**src/rtl/core/ip_source_learning_table_top_assert.svh**
```systemverilog
// assertion macros for the ip source learning table top level
// expects clk and rst in the scope of the including module
`ifndef IP_SOURCE_LEARNING_TABLE_TOP_ASSERT_SVH
`define IP_SOURCE_LEARNING_TABLE_TOP_ASSERT_SVH

// checked only outside reset
`define ISL_ASSERT(label, prop, msg) \
  label: assert property (@(posedge clk) disable iff (rst) prop) else $error(msg);

// implication form, checked only outside reset
`define ISL_ASSERT_IMPLY(label, ante, cons, msg) \
  label: assert property (@(posedge clk) disable iff (rst) (ante) |-> (cons)) else $error(msg);

`endif

```
**src/rtl/core/isl_pkg.sv**
```systemverilog
// shared types, constants and the hash function of the ip source learning table
// no dependencies
package isl_pkg;

  localparam int unsigned TABLE_ENTRIES_DEF = 256;

  localparam logic [15:0] ETHERTYPE_IPV4 = 16'h0800;
  localparam logic [15:0] ETHERTYPE_IPV6 = 16'h86dd;
  localparam logic [7:0]  VERSION_IPV4   = 8'h45;
  localparam logic [7:0]  VERSION_IPV6   = 8'h60;

  // largest weighted byte sum is 255 * 329, fits in 17 bits
  localparam int unsigned HASH_SUM_W = 17;

  localparam logic [5:0] WEIGHT [16] = '{
    6'd1, 6'd2, 6'd3, 6'd5, 6'd7, 6'd11, 6'd13, 6'd17,
    6'd19, 6'd23, 6'd29, 6'd31, 6'd37, 6'd41, 6'd43, 6'd47
  };

  typedef enum logic [1:0] {
    ST_IGNORED = 2'd0,
    ST_KNOWN   = 2'd1,
    ST_LEARNED = 2'd2,
    ST_FULL    = 2'd3
  } status_t;

  typedef enum logic [2:0] {
    CS_CLEAR,
    CS_IDLE,
    CS_HASH,
    CS_RECIP,
    CS_MOD,
    CS_PROBE
  } ctl_state_t;

  typedef struct packed {
    logic load;
    logic hash;
    logic recip;
    logic index;
    logic step;
    logic clear;
    logic write;
    logic emit;
  } cmd_t;

  typedef struct packed {
    logic done;
    logic last;
    logic learn;
  } sts_t;

  // prime-weighted byte sum, byte 0 most significant
  function automatic logic [HASH_SUM_W-1:0] weighted_sum(
    input logic [63:0] hi,
    input logic [63:0] lo,
    input logic        v6
  );
    logic [HASH_SUM_W-1:0] acc;
    acc = '0;
    if (v6) begin
      for (int k = 0; k < 8; k++) begin
        acc = acc + HASH_SUM_W'(hi[63-8*k -: 8]) * HASH_SUM_W'(WEIGHT[k]);
        acc = acc + HASH_SUM_W'(lo[63-8*k -: 8]) * HASH_SUM_W'(WEIGHT[8+k]);
      end
    end else begin
      for (int k = 0; k < 4; k++) begin
        acc = acc + HASH_SUM_W'(lo[31-8*k -: 8]) * HASH_SUM_W'(WEIGHT[k]);
      end
    end
    return acc;
  endfunction

endpackage

```
**src/rtl/core/isl_ctrl.sv**
```systemverilog
// controller of the ip source learning table: clear pass, hash sequence, probe loop
// depends on isl_pkg
module isl_ctrl (
  input  logic          clk,
  input  logic          rst,
  input  logic          in_valid,
  output logic          in_ready,
  output logic          out_valid,
  input  logic          out_ready,
  input  isl_pkg::sts_t sts,
  output isl_pkg::cmd_t cmd
);

  isl_pkg::ctl_state_t state, state_next;
  logic                out_free;

  assign out_free = !out_valid || out_ready;

  always_ff @(posedge clk) begin
    if (rst) begin
      state     <= isl_pkg::CS_CLEAR;
      out_valid <= 1'b0;
    end else begin
      state <= state_next;
      if (cmd.emit) begin
        out_valid <= 1'b1;
      end else if (out_ready) begin
        out_valid <= 1'b0;
      end
    end
  end

  always_comb begin
    state_next = state;
    cmd        = '0;
    in_ready   = 1'b0;
    unique case (state)
      isl_pkg::CS_CLEAR: begin
        cmd.clear = 1'b1;
        if (sts.last) begin
          state_next = isl_pkg::CS_IDLE;
        end
      end
      isl_pkg::CS_IDLE: begin
        in_ready = 1'b1;
        if (in_valid) begin
          cmd.load   = 1'b1;
          state_next = isl_pkg::CS_HASH;
        end
      end
      isl_pkg::CS_HASH: begin
        cmd.hash   = 1'b1;
        state_next = isl_pkg::CS_RECIP;
      end
      isl_pkg::CS_RECIP: begin
        cmd.recip  = 1'b1;
        state_next = isl_pkg::CS_MOD;
      end
      isl_pkg::CS_MOD: begin
        cmd.index  = 1'b1;
        state_next = isl_pkg::CS_PROBE;
      end
      isl_pkg::CS_PROBE: begin
        if (!sts.done) begin
          cmd.step = 1'b1;
        end else if (out_free) begin
          // table write and result load share the cycle the slot is settled
          cmd.emit   = 1'b1;
          cmd.write  = sts.learn;
          state_next = isl_pkg::CS_IDLE;
        end
      end
      default: begin
        state_next = isl_pkg::CS_CLEAR;
      end
    endcase
  end

endmodule

```
**config.mk**
```make
export PLATFORM = sky130hd
export DESIGN_NAME = isl_ctrl
export DESIGN_NICKNAME = d
export VERILOG_FILES = /design/src/rtl/core/ip_source_learning_table_top_assert.svh /design/src/rtl/core/isl_pkg.sv /design/src/rtl/core/isl_ctrl.sv
export SDC_FILE = /design/constraint.sdc
export NUM_CORES = 1
export LEC_CHECK = 0
export BUFFER_PORTS_ARGS = -buffer_cell sky130_fd_sc_hd__buf_2
export CAP_MARGIN = 40
export CORE_AREA = 2 2 39 41
export CTS_CLUSTER_DIAMETER = 120
export DETAILED_ROUTE_END_ITERATION = 8
export DIE_AREA = 0 0 41 43
export GPL_ROUTABILITY_DRIVEN = 1
export SYNTH_ARGS = -nofsm -noshare
export SYNTH_HDL_FRONTEND = slang
export SYNTH_SLANG_ARGS = --single-unit
export TNS_END_PERCENT = 5
```
**constraint.sdc**
```tcl
create_clock -name clk -period 1.5 [get_ports clk]
set_input_delay 0.45 -clock clk [delete_from_list [all_inputs] [get_ports clk]]
set_output_delay 0.45 -clock clk [all_outputs]
set_load 0.005 [all_outputs]
```
# After elaboration in Yosys (flattened, before gate mapping)
# Index checks and enable logic that the tools add are counted.
# classes
n_eq_ne	9
mux	19
reduce_logical	5
# op_table
op	n
$pmux 3 s6	1
$mux 3	4
$mux 1	11
$ne 2x2->1 const B	4
$eq 3x2->1 const B	2
$eq 3x3->1 const B	2
$mux 2	3
$reduce_and 4->1	1
$eq 3x1->1 const B	1
$logic_not 3->1	1
$reduce_bool 2->1	1
$logic_not 1->1	1
$logic_or 1x1->1	1
# word_totals
regBits	4
input_bits	7
out_inout_bits	10
word_cells	35

# Logic depth before layout (Yosys ltp)
# logic_depth
word_depth	6
depth_mapped	3
mapped_depth_nobuf	3

# Least setup slack after synthesis
# Ideal clock, no wire load.
# synth_timing
path_kind	in2out
from	in out_ready
to	out cmd[1] in the netlist's numbering
arrival_time_ns	0.937
required_ns	1.050
slack_ns	0.113
stages	3
path_buffers	0
path_cell_list	nand2b_1 and3_4 and2_1
# synth_lines
element	line_no	source
start: declaration	isl_ctrl.sv:9	input logic out_ready,
end: declaration	isl_ctrl.sv:11	output isl_pkg::cmd_t cmd

==> results.tsv <==
stage	metric	value	unit
timing	Worst Skew	0.759	ps
critical_path	Worst Path Class, Setup	reg2out	
power	logic gate share of total power	29.7	%
global_route	vias in the first global route	301	
global_route	gr ovfl total	0	
detailed_routing	Initial DRT Pass Iterations	4	
global_route	first-pass GRT wire length	1110	microns
timing	Final Max Tran Viols	0	
floorplan	Boundary Pins	17	
timing	final hold slack	418	ps
timing	worst setup margin	-112	ps
power	P_int	269	uW
cts	Inserted Clock Buffers	3	
global_route	GRT Total Usage	9.36	%
critical_path	CP max FO	3	
synth	syn_nets	36	
power	Switch Pwr	81.9	uW
timing	count of final hold-check violations	0	
critical_path	Critical Path, Cell by Cell	and3b_1 > and3_4 > and2_4 > buf_6	
timing	final setup violation count	5	
global_route	initial antenna violation count	0	
cts	CTS tree	yes	
place	# port buffers	16	
timing	post-route setup TNS	-240	ps
floorplan	die area	0.00176	sq mm
cts	clock tree root driver cell	clkbuf_4	
detailed_routing	ANT nets after route	0	
finish	post-route cell area	522	sq um
timing	Slew @ Worst Pin	160	ps
detailed_routing	routed via count	319	
finish	Nets	69	
floorplan	die width	41	microns
worst_hold_path	Tightest Hold Check Type	in2reg	
finish	fin cells	76	
detailed_routing	DR vias/cell	4.20	
timing	Max Fclk	620	MHz
cts	clk sinks	4	
timing	RSZ-0062 raised after global routing	true	
critical_path	arrival time worst endpoint	1160	ps
floorplan	Die Span Y	43	microns
timing	post-route clock period utilization	107	%
critical_path	Max stage delay on crit path	320	ps
critical_path	Req. time, crit path	1050	ps
power	switching share of power	23.3	%
timing	Slew headroom	89.3	%
power	Leak	0.268	nW
finish	area grow syn2layout	118	%
detailed_routing	drt drc	0	
synth	post-synthesis sequential area ratio	33.5	%
finish	share of layout cells above drive strength 1	70.0	%
power	pwr dens	673	mW/mm^2
cts	H-tree depth	1	
detailed_routing	initial DRC count	1	
synth	Yosys Warn Count	0	
power	total chip power	351	uW
power	VDD IR max	0.264	mV
synth	Cell Area, Synth	239	sq um
place	placed cells	66	
critical_path	Setup crit end kind	output pin	
cts	Clk pin slew, worst setup/hold paths	40	ps
critical_path	Critical Path Start Type	register	
floorplan	Core ar.	0.00138	sq mm
detailed_routing	WL final	695	microns
flow_run	Max Cap Viol	0	
detailed_routing	wire per inst	9.14	microns
power	Flop pwr share	33.8	%
synth	#FFs+latches synth	4	
place	RePlAce Congestion	0.632	
cts	Clock Path Buffers	2	
cts	Clock Latency Late Sink	230	ps
synth	count of different cell masters after synthesis	15	
finish	Ant. Diodes	0	
critical_path	Worst path slowest cell	dfxtp_2	
synth	Post-Synthesis Cells	29	
outcome	failing checks	negative setup slack	
floorplan	Starting Density	17.3	%
synth	Mapped Avg Cell Area	8.24	sq um
timing	post-layout min period	1610	ps
place	post-place instance area	377	sq um
outcome	status	complete, but fails checks	
global_route	largest net degree at the start of global routing	6	
floorplan	row count	14	
power	clock power share	36.5	%
place	HPWL Detailed	484	microns
## placed cells by master, fill, tap and decap left out, types with 2 or more instances in the layout
cell       n
and2_4     2
a21oi_1    3
nor2b_1    2
buf_6      8
nand2b_1   2
dfxtp_4    2
and2b_1    2
buf_4      6
clkbuf_4   3
buf_2     14
## layout make-up
cell class                      count  area (sq um)
Timing Repair Buffer               28           205
Tap cell                           16          20.0
Fill cell                         145           862
Sequential cell                     4          88.8
Multi-Input combinational cell     25           185
Clock buffer                        3          22.5
## logic make-up after synthesis
family	Yosys count	share of synthesized area (%)
AND/OR/NAND/NOR	18	48.2
flip-flops	4	33.5
AO/OA/AOI/OAI	7	18.3
## timing repair
item                                    CTS  global route
resized for setup                        11            10
endpoints found under the setup margin    7             9
hold buffers                              0             0
setup buffers                             6             1
pin swaps                                 3             4
## worst paths after layout
kind | from | endpoint | slack [ps] | depth (start not counted)
min reg2reg | state[2] | state[1] | 510 | 2
max reg2reg | state[1] | state[1] | 480 | 5
min | rst | state[0] | 420 | 2
max | state[1] | cmd[1] | -110 | 4
## layer usage
| metal | up-vias | share of wire (%) | GRT usage [%] | routed length, microns |
|---|---|---|---|---|
| li1 | 164 | - | - | - |
| met1 | 148 | 36 | 9.39 | 247 |
| met2 | 7 | 58 | 15.0 | 402 |
| met3 | 0 | 6.5 | 5.24 | 45 |
| met4 | 0 | 0 | 4.00 | 0 |
| met5 | - | 0 | 0 | 0 |
## registers in the layout, indices dropped and copies added (netlist names)
register   cells
state          3
out_valid      1
## cell usage after synthesis
master / count / share of area [%]
a31oi_1: 1 / 2.6
nor2_1: 2 / 3.1
nor2b_1: 3 / 7.9
o21bai_1: 1 / 3.1
o21ai_0: 1 / 2.1
nor3_1: 2 / 4.2
and2b_1: 2 / 6.3
a21oi_1: 3 / 6.3
nand2_1: 1 / 1.6
o21ba_2: 1 / 4.2
nand2b_1: 2 / 5.2
and2_1: 3 / 7.9
and3_4: 1 / 4.7
and3b_1: 2 / 7.3
dfxtp_1: 4 / 34
## per-stage QoR
step | setup WS [ps] | util (%)
after detailed placement | -76.1 | 27.2
after global routing | -154 | 37.7
after floorplan | 113 | -
after CTS | -109 | 34.4
final | -112 | 37.7
after global placement | -69.7 | 27.2
## power groups by stage
| stage | Sequential, mW | Clock [mW] | Combinational [mW] |
|---|---|---|---|
| after floorplan | 0.121 | 0 | 0.0276 |
| after detailed placement | 0.121 | 0 | 0.0620 |
| after global placement | 0.121 | 0 | 0.0606 |
| after CTS | 0.117 | 0.137 | 0.0887 |
| final | 0.119 | 0.128 | 0.104 |
| after global routing | 0.120 | 0.145 | 0.117 |
## critical path, delay by kind of cell, from the launching register on
kind,cells,cell delay [ps]
flops,1,320
simple gates,3,540
buf+inv,1,80
Power figures use the tool's default switching activity.
